### config.mk
export PLATFORM = sky130hd
export DESIGN_NAME = event_latch_counter_unit_top_flat
export DESIGN_NICKNAME = d
export VERILOG_FILES = /design/src/design/elcu_pkg.sv /design/src/design/elcu_req_if.sv /design/src/design/elcu_rsp_if.sv /design/src/design/event_latch_counter_unit_top.sv /design/src/flat_wrapper.sv
export SDC_FILE = /design/constraint.sdc
export NUM_CORES = 2
export LEC_CHECK = 0
export BUFFER_PORTS_ARGS = -buffer_cell sky130_fd_sc_hd__buf_2
export CAP_MARGIN = 20
export CORE_MARGIN = 4
export CORE_UTILIZATION = 60
export CTS_BUF_LIST = sky130_fd_sc_hd__clkbuf_4 sky130_fd_sc_hd__clkbuf_8 sky130_fd_sc_hd__clkbuf_16
export DETAILED_ROUTE_END_ITERATION = 7
export PLACE_DENSITY = 0.76
export SETUP_SLACK_MARGIN = 0.2
export SYNTH_ARGS = -nofsm -noshare
export SYNTH_HDL_FRONTEND = slang
export SYNTH_SLANG_ARGS = --single-unit
### constraint.sdc
create_clock -name clk_i -period 8.8 [get_ports clk_i]
set_clock_uncertainty 0.05 [all_clocks]
set_input_delay 1.32 -clock clk_i [delete_from_list [all_inputs] [get_ports clk_i]]
set_output_delay 1.32 -clock clk_i [all_outputs]
set_load 0.02 [all_outputs]
### src/design/elcu_pkg.sv
package elcu_pkg;

  // Field widths of the request and response words
  localparam int REQ_W  = 3;
  localparam int CL_W   = 2;
  localparam int EV_W   = 4;
  localparam int VAL_W  = 16;
  localparam int RD_W   = 16;
  localparam int LINE_W = 16;

  // Block configuration
  localparam int CLIENTS      = 4;
  localparam int EVENTS       = 12;
  localparam int HSYNC_EVENT  = 9;
  localparam int VSYNC_EVENT  = 10;
  localparam int FINISH_EVENT = 8;
  localparam int CNT_W        = 16;

  localparam int EV_AW = $clog2(EVENTS);
  localparam int CL_AW = $clog2(CLIENTS);

  typedef enum logic [REQ_W-1:0] {
    REQ_EVENT        = 3'd0,
    REQ_SET_MASK     = 3'd1,
    REQ_TAKE_FLAGS   = 3'd2,
    REQ_TAKE_COUNT   = 3'd3,
    REQ_CLEAR_COUNTS = 3'd4,
    REQ_SET_LINE     = 3'd5,
    REQ_READ_LINE    = 3'd6
  } req_e;

  // One counter memory row: the counters of all clients for one event
  typedef logic [CLIENTS-1:0][CNT_W-1:0] row_t;

endpackage

### src/design/elcu_req_if.sv
interface elcu_req_if import elcu_pkg::*; ();
  logic             valid;
  logic             ready;
  logic [REQ_W-1:0] req_type;
  logic [CL_W-1:0]  client;
  logic [EV_W-1:0]  event_id;
  logic             store_busy;
  logic [VAL_W-1:0] value;

  modport source (
    output valid, req_type, client, event_id, store_busy, value,
    input  ready
  );

  modport sink (
    input  valid, req_type, client, event_id, store_busy, value,
    output ready
  );
endinterface

### src/design/elcu_rsp_if.sv
interface elcu_rsp_if import elcu_pkg::*; ();
  logic               valid;
  logic               ready;
  logic [RD_W-1:0]    read_data;
  logic               error;
  logic [CLIENTS-1:0] latched_clients;
  logic [CLIENTS-1:0] pending_clients;

  modport source (
    output valid, read_data, error, latched_clients, pending_clients,
    input  ready
  );

  modport sink (
    input  valid, read_data, error, latched_clients, pending_clients,
    output ready
  );
endinterface

### src/design/event_latch_counter_unit_top.sv
// Throughput: one word per cycle while the response side is not stalled; the counter
// memory row is read at acceptance and written back when the word moves on to the
// response register, with the write data forwarded to a following word that reads
// the same row.
// Reset (async, active low) clears masks, flags, line settings, the line counter and
// the counter valid bits at once; no clearing pass, words are taken right after reset.
module event_latch_counter_unit_top import elcu_pkg::*; (
  input  logic       clk_i,
  input  logic       rst_ni,
  elcu_req_if.sink   req_i,
  elcu_rsp_if.source rsp_o
);

  typedef struct packed {
    req_e             req;
    logic [CL_W-1:0]  client;
    logic [EV_W-1:0]  ev;
    logic             busy;
    logic [VAL_W-1:0] val;
  } item_t;

  // Counter memory, one row per event
  row_t cnt_mem [EVENTS];
  row_t rd_row_q;
  row_t fwd_row_q;
  logic fwd_q;

  logic  s1_valid_q;
  item_t s1_item_q;

  logic [CLIENTS-1:0][EVENTS-1:0] mask_q, mask_d;
  logic [CLIENTS-1:0][EVENTS-1:0] flags_q, flags_d;
  logic [CLIENTS-1:0][LINE_W-1:0] match_q, match_d;
  logic [LINE_W-1:0]              line_q, line_d;
  logic [EVENTS-1:0][CLIENTS-1:0] cvalid_q, cvalid_d;

  logic               rsp_valid_q;
  logic [RD_W-1:0]    rsp_rd_q;
  logic               rsp_err_q;
  logic [CLIENTS-1:0] rsp_lat_q;
  logic [CLIENTS-1:0] rsp_pend_q;

  logic               accept;
  logic               advance;
  logic               in_ev_ok;
  logic [EV_AW-1:0]   in_addr;

  row_t               eff_row;
  row_t               wr_row;
  logic               wr_en;
  logic               ev_ok;
  logic               have;
  logic [EV_AW-1:0]   ea;
  logic [CL_AW-1:0]   ca;
  logic [EVENTS-1:0]  any_en;
  logic [EVENTS-1:0]  new_mask;
  logic [EVENTS-1:0]  diff;
  logic               lat_en;
  logic [CLIENTS-1:0] hit;
  logic [LINE_W-1:0]  line_inc;
  logic [RD_W-1:0]    rd;
  logic               err;
  logic [CLIENTS-1:0] lat;
  logic [CLIENTS-1:0] pend;

  assign advance     = s1_valid_q && (!rsp_valid_q || rsp_o.ready);
  assign req_i.ready = !s1_valid_q || advance;
  assign accept      = req_i.valid && req_i.ready;

  assign in_ev_ok = 32'(req_i.event_id) < EVENTS;
  assign in_addr  = in_ev_ok ? EV_AW'(req_i.event_id) : '0;

  always_comb begin
    mask_d   = mask_q;
    flags_d  = flags_q;
    match_d  = match_q;
    line_d   = line_q;
    cvalid_d = cvalid_q;
    wr_en    = 1'b0;
    rd       = '0;
    err      = 1'b0;
    lat      = '0;
    lat_en   = 1'b0;
    hit      = '1;
    any_en   = '0;
    line_inc = line_q + LINE_W'(1);
    new_mask = s1_item_q.val[EVENTS-1:0];

    ev_ok = 32'(s1_item_q.ev) < EVENTS;
    ea    = ev_ok ? EV_AW'(s1_item_q.ev) : '0;
    have  = 32'(s1_item_q.client) < CLIENTS;
    ca    = CL_AW'(s1_item_q.client);

    for (int k = 0; k < CLIENTS; k++) begin
      any_en |= mask_q[k];
      // A forwarded row is fully valid; otherwise an invalid lane reads as zero
      eff_row[k] = fwd_q ? fwd_row_q[k] : (cvalid_q[ea][k] ? rd_row_q[k] : '0);
    end
    wr_row = eff_row;
    diff   = mask_q[ca] ^ new_mask;

    case (s1_item_q.req)
      REQ_EVENT: begin
        if (!ev_ok) begin
          err = 1'b1;
        end else begin
          lat_en = 1'b1;
          if (ea == EV_AW'(FINISH_EVENT)) begin
            lat_en = !s1_item_q.busy;
          end else if (ea == EV_AW'(HSYNC_EVENT)) begin
            lat_en = any_en[HSYNC_EVENT];
            if (lat_en) begin
              line_d = line_inc;
            end
            for (int k = 0; k < CLIENTS; k++) begin
              hit[k] = match_q[k] == line_inc;
            end
          end else if (ea == EV_AW'(VSYNC_EVENT)) begin
            if (any_en[VSYNC_EVENT] || any_en[HSYNC_EVENT]) begin
              line_d = '0;
            end
          end
          for (int k = 0; k < CLIENTS; k++) begin
            lat[k] = lat_en && hit[k] && mask_q[k][ea];
            if (lat[k]) begin
              flags_d[k][ea] = 1'b1;
              wr_row[k]      = eff_row[k] + CNT_W'(1);
              wr_en          = 1'b1;
            end
          end
        end
      end
      REQ_SET_MASK: begin
        if (have) begin
          rd = RD_W'(mask_q[ca]);
          flags_d[ca] = flags_q[ca] & ~diff;
          for (int i = 0; i < EVENTS; i++) begin
            cvalid_d[i][ca] = cvalid_q[i][ca] & ~diff[i];
          end
          mask_d[ca] = new_mask;
        end
      end
      REQ_TAKE_FLAGS: begin
        if (have) begin
          rd = RD_W'(flags_q[ca]);
          flags_d[ca] = flags_q[ca] & ~new_mask;
        end
      end
      REQ_TAKE_COUNT: begin
        if (!ev_ok) begin
          err = 1'b1;
        end else if (have) begin
          rd         = RD_W'(eff_row[ca]);
          wr_row[ca] = '0;
          wr_en      = 1'b1;
        end
      end
      REQ_CLEAR_COUNTS: begin
        if (have) begin
          for (int i = 0; i < EVENTS; i++) begin
            cvalid_d[i][ca] = 1'b0;
          end
        end
      end
      REQ_SET_LINE: begin
        if (have) begin
          rd = RD_W'(match_q[ca]);
          match_d[ca] = LINE_W'(s1_item_q.val);
        end
      end
      REQ_READ_LINE: begin
        rd = RD_W'(line_q);
      end
      default: begin
      end
    endcase

    // A written row holds the effective value of every lane
    if (wr_en) begin
      cvalid_d[ea] = '1;
    end

    for (int k = 0; k < CLIENTS; k++) begin
      pend[k] = |(flags_d[k] & mask_d[k]);
    end
  end

  always_ff @(posedge clk_i or negedge rst_ni) begin
    if (!rst_ni) begin
      s1_valid_q  <= 1'b0;
      rsp_valid_q <= 1'b0;
      fwd_q       <= 1'b0;
      mask_q      <= '0;
      flags_q     <= '0;
      match_q     <= '0;
      line_q      <= '0;
      cvalid_q    <= '0;
    end else begin
      if (req_i.ready) begin
        s1_valid_q <= req_i.valid;
      end
      if (accept) begin
        // Forward the row being written at this edge to the word reading it
        fwd_q <= advance && wr_en && (ea == in_addr);
      end
      if (advance) begin
        mask_q      <= mask_d;
        flags_q     <= flags_d;
        match_q     <= match_d;
        line_q      <= line_d;
        cvalid_q    <= cvalid_d;
        rsp_valid_q <= 1'b1;
      end else if (rsp_o.ready) begin
        rsp_valid_q <= 1'b0;
      end
    end
  end

  always_ff @(posedge clk_i) begin
    if (accept) begin
      s1_item_q <= item_t'{
        req:    req_e'(req_i.req_type),
        client: req_i.client,
        ev:     req_i.event_id,
        busy:   req_i.store_busy,
        val:    req_i.value
      };
      fwd_row_q <= wr_row;
    end
    if (advance) begin
      rsp_rd_q   <= rd;
      rsp_err_q  <= err;
      rsp_lat_q  <= lat;
      rsp_pend_q <= pend;
    end
  end

  always_ff @(posedge clk_i) begin
    if (advance && wr_en) begin
      cnt_mem[ea] <= wr_row;
    end
    if (accept) begin
      rd_row_q <= cnt_mem[in_addr];
    end
  end

  assign rsp_o.valid           = rsp_valid_q;
  assign rsp_o.read_data       = rsp_rd_q;
  assign rsp_o.error           = rsp_err_q;
  assign rsp_o.latched_clients = rsp_lat_q;
  assign rsp_o.pending_clients = rsp_pend_q;

endmodule

### src/flat_wrapper.sv
// flat-port wrapper written by rule: the top's interface ports become plain ports
module event_latch_counter_unit_top_flat import elcu_pkg::*;
  (clk_i, rst_ni, req_i_valid, req_i_req_type, req_i_client, req_i_event_id, req_i_store_busy, req_i_value, req_i_ready, rsp_o_valid, rsp_o_read_data, rsp_o_error, rsp_o_latched_clients, rsp_o_pending_clients, rsp_o_ready);
  elcu_req_if req_i_i ();
  elcu_rsp_if rsp_o_i ();
  input  logic clk_i;
  input  logic rst_ni;
  input wire logic [$bits(req_i_i.valid)-1:0] req_i_valid;
  input wire logic [$bits(req_i_i.req_type)-1:0] req_i_req_type;
  input wire logic [$bits(req_i_i.client)-1:0] req_i_client;
  input wire logic [$bits(req_i_i.event_id)-1:0] req_i_event_id;
  input wire logic [$bits(req_i_i.store_busy)-1:0] req_i_store_busy;
  input wire logic [$bits(req_i_i.value)-1:0] req_i_value;
  output wire logic [$bits(req_i_i.ready)-1:0] req_i_ready;
  output wire logic [$bits(rsp_o_i.valid)-1:0] rsp_o_valid;
  output wire logic [$bits(rsp_o_i.read_data)-1:0] rsp_o_read_data;
  output wire logic [$bits(rsp_o_i.error)-1:0] rsp_o_error;
  output wire logic [$bits(rsp_o_i.latched_clients)-1:0] rsp_o_latched_clients;
  output wire logic [$bits(rsp_o_i.pending_clients)-1:0] rsp_o_pending_clients;
  input wire logic [$bits(rsp_o_i.ready)-1:0] rsp_o_ready;
  assign req_i_i.valid = req_i_valid;
  assign req_i_i.req_type = req_i_req_type;
  assign req_i_i.client = req_i_client;
  assign req_i_i.event_id = req_i_event_id;
  assign req_i_i.store_busy = req_i_store_busy;
  assign req_i_i.value = req_i_value;
  assign req_i_ready = req_i_i.ready;
  assign rsp_o_valid = rsp_o_i.valid;
  assign rsp_o_read_data = rsp_o_i.read_data;
  assign rsp_o_error = rsp_o_i.error;
  assign rsp_o_latched_clients = rsp_o_i.latched_clients;
  assign rsp_o_pending_clients = rsp_o_i.pending_clients;
  assign rsp_o_i.ready = rsp_o_ready;
  event_latch_counter_unit_top u_core (.clk_i(clk_i), .rst_ni(rst_ni), .req_i(req_i_i), .rsp_o(rsp_o_i));
endmodule
==> flow_metrics.tcl <==
set metrics [dict create \
    drive_above_1_share_pct 14.5 \
    ys.flop_type "edfxtp_1" \
    max_freq_ghz 0.155 \
    status "complete, but fails checks" \
    gp_congestion 1.03 \
    r2r-end "u_core.cnt_mem[6][1]" \
    routed_wl_mm 179 \
    postSynthNetCount 4447 \
    power.density_nw_per_um2 232 \
    cellInternalPower_uw 9990 \
    post_cts_buffers 0 \
    violations "DRC" \
    yosysUniqueCellTypes 101 \
    tns_ns 0 \
    insertion_delay_ns 0.72 \
    timing.final.hold_violations 0 \
    ios 57 \
    synth_area_leaders "edfxtp_1 (52%), dfrtp_1 (10%), nand2_1 (4.6%), o22ai_1 (2.8%), mux4_2 (2.7%)" \
    combPwrFrac_pct 14.9 \
    die_width_um 309 \
    crit_arrival_ns 6.74 \
    grt_overflow 0 \
    cp.required_ns 9.09 \
    worstHoldPathCells 2 \
    synthesis.area_sq_um 54300 \
    cts_inserted_buffers 114 \
    yosysSeqAreaShare_pct 62.8 \
    antenna_found_initial 3 \
    hold_buffers 0 \
    async_flop_share_pct 19.3 \
    ys_ff_latch 1174 \
    finalNetCount 4421 \
    synth_cells 4408 \
    holdPathEnd "u_core.cvalid_q[44]" \
    tritoncts "done" \
    seqPwrFrac_pct 49.1 \
    area_growth_syn_to_layout_pct 10.5 \
    min_path_type "flip-flop to flip-flop" \
    die_y_um 309 \
    grt_pass1_vias 38600 \
    worstPathMaxFanout 42 \
    cts_buffer_depth 3 \
    seq_area_sq_um 34100 \
    drt-initial-drc-count 7172 \
    syn-mean-instance-area_sq_um 12.3 \
    clock_sinks 1174 \
    drt-wirelength-per-cell_um 31.6 \
    clockPowerShare_pct 36.0 \
    leakage_uw 0.0211 \
    path_clk_slew_ns 0.06 \
    setup_viol 0 \
    setup.worst_path.class "flip-flop to flip-flop" \
    yosysTopAreaCellShare_pct 52.3 \
    end_kind "flip-flop" \
    viasPerCell 7.24 \
    fillers 6438 \
    drc 7 \
    vias 41000 \
    r2r-start "u_core.line_q[0]" \
    rrSetupSlack_ns 2.35 \
    track_usage_pct 37.0 \
    cts.repair.resized 0 \
    synth_edf_count 947 \
    grt_pass1_wl_mm 261 \
    htree_levels 3 \
    min-delay-start "u_core.cvalid_q[44]" \
    fin_util_pct 66.8 \
    power_switching_uw 3960 \
    worst_pin_slew_ns 1.19 \
    vdd_drop_max_mv 0.227 \
    rsz0062_at_grt "no" \
    start_kind "flip-flop" \
    synth_top_area_cell "edfxtp_1" \
    reg2reg_depth 11 \
    p_sw_share_pct 28.4 \
    first_pass_iters 8 \
    setup.worst_path.start "u_core.line_q[0]" \
    coreArea_sq_um 89900 \
    place_hpwl_mm 111 \
    dieArea_sq_um 95400 \
    route.antenna.remaining_nets 0 \
    rows 110 \
    multi_input_area_sq_um 18800 \
    port_buffers 56 \
    initial_utilization_pct 60.5 \
    maxSlewViolCount 0 \
    grt_max_degree 110 \
    cts-root-buf "clkbuf_16" \
    maxCapViolCount 0 \
    ys_warn_count 0 \
    fin_crit_ns 6.45 \
    min_period_over_period_pct 73.3 \
    maxSlewHeadroom_pct 19.9 \
]
==> sequential cells by signal (all words and copies together) (netlist names) <==
register                      count
u_core.rsp_o.pending_clients      4
u_core.rsp_o.read_data           16
u_core.ca                         2
u_core.rsp_o.error                1
u_core.rsp_o.valid                1
u_core.s1_item_q                 12
u_core.flags_q                   48
u_core.cnt_mem                  768
u_core.rsp_o.latched_clients      4
u_core.new_mask                  12
u_core.line_q                    16
u_core.match_q                   64
u_core.rd_row_q                  64
u_core.mask_q                    48
u_core.s1_valid_q                 1
u_core.cvalid_q                  48
u_core.fwd_row_q                 64
u_core.fwd_q                      1
==> power by group through the flow <==
stage	clock, uW	combinational [uW]	sequential [uW]
final	5020	2080	6860
after global routing	5280	2190	6860
after CTS	5040	1990	6830
after detailed placement	0	1980	6940
after global placement	0	1950	6940
after floorplan	0	1260	6780
==> how the worst max path moves through the flow <==
stage | to | slack [ns]
2_1_floorplan | u_core.cnt_mem[2][0] | 2.40
6_report | u_core.cnt_mem[6][1] | 2.35
3_3_place_gp | u_core.cnt_mem[5][8] | 2.55
3_5_place_dp | u_core.cnt_mem[6][16] | 2.52
4_1_cts | u_core.cnt_mem[6][1] | 2.53
5_1_grt | u_core.cnt_mem[6][1] | 2.18
==> worst max-delay path, stage by stage (launching register included) <==
cell	delay, ns
dfrtp_1	0.55
ha_1	0.42
and4_1	0.68
nand3_1	0.43
mux2i_1	0.23
or4_1	0.58
nor4_1	0.83
and4_1	0.35
o31a_1	0.25
o21ai_0	0.42
inv_4	0.51
buf_4	0.73
==> layout make-up <==
cell class,count,share of cell area [%]
flip-flops and latches,1174,56.8
multi-input cells,2830,31.3
clock buffers,137,5.14
repair buffers,198,2.54
well taps,1176,2.45
clock inverters,78,1.33
inverters,64,0.408
diodes,1,0.00417
==> Yosys cell counts (30+ instances only) <==
cell / number
o21ai_0: 143
a21oi_1: 257
mux2i_1: 91
nand4_1: 36
a22oi_1: 31
inv_1: 59
edfxtp_1: 947
o211ai_1: 30
a311oi_1: 134
o22ai_1: 247
a211oi_1: 69
dfrtp_1: 227
mux2_2: 122
nand2_1: 665
nor2_1: 184
mux4_2: 65
xnor2_1: 62
and3_1: 31
a31oi_1: 93
nand3_1: 64
clkbuf_1: 287
==> kinds of logic after synthesis <==
group | Yosys count | synth area share, %
xor+xnor | 93 | 1.65
flops | 1174 | 62.8
mux | 280 | 6.94
simple gates | 1208 | 10.2
buf+inv | 404 | 2.95
compound gates | 1240 | 15.2
fa+ha+maj | 9 | 0.207
==> per-layer routing <==
| layer | vias up | wire, um | GRT usage (%) |
|---|---|---|---|
| met1 | 20100 | 64300 | 49.2 |
| met4 | 4 | 12500 | 20.6 |
| met2 | 3123 | 80400 | 56.8 |
| met3 | 681 | 21300 | 8.87 |
| met5 | - | 24 | 0 |
| li1 | 17100 | - | - |
==> metrics by stage <==
| step | total power, uW | std cells | setup WS (ns) | instance area, sq um | hold slack (ns) |
|---|---|---|---|---|---|
| final | 14000 | 5658 | 2.35 | 60100 | 0.471 |
| after global routing | 14300 | 5657 | 2.18 | 60100 | 0.490 |
| after CTS | 13900 | 5638 | 2.53 | 59800 | 0.470 |
| after detailed placement | 8930 | 5423 | 2.52 | 55900 | 0.459 |
| after global placement | 8890 | 5420 | 2.55 | 55900 | 0.439 |
| after floorplan | 8040 | 4408 | 2.40 | 54300 | 0.413 |
==> layout by cell type, fill, tap and decap left out, drive strengths merged, types with 62 or more instances in the layout <==
master  count
edfxtp    947
nand2     666
a21oi     259
o22ai     247
dfrtp     227
buf       195
nor2      185
o21ai     163
clkbuf    140
a311oi    134
mux2      124
a31oi      93
mux2i      91
a211oi     71
inv        68
mux4       65
nand3      65
xnor2      62
No activity file was read; power rests on OpenSTA's default activity.
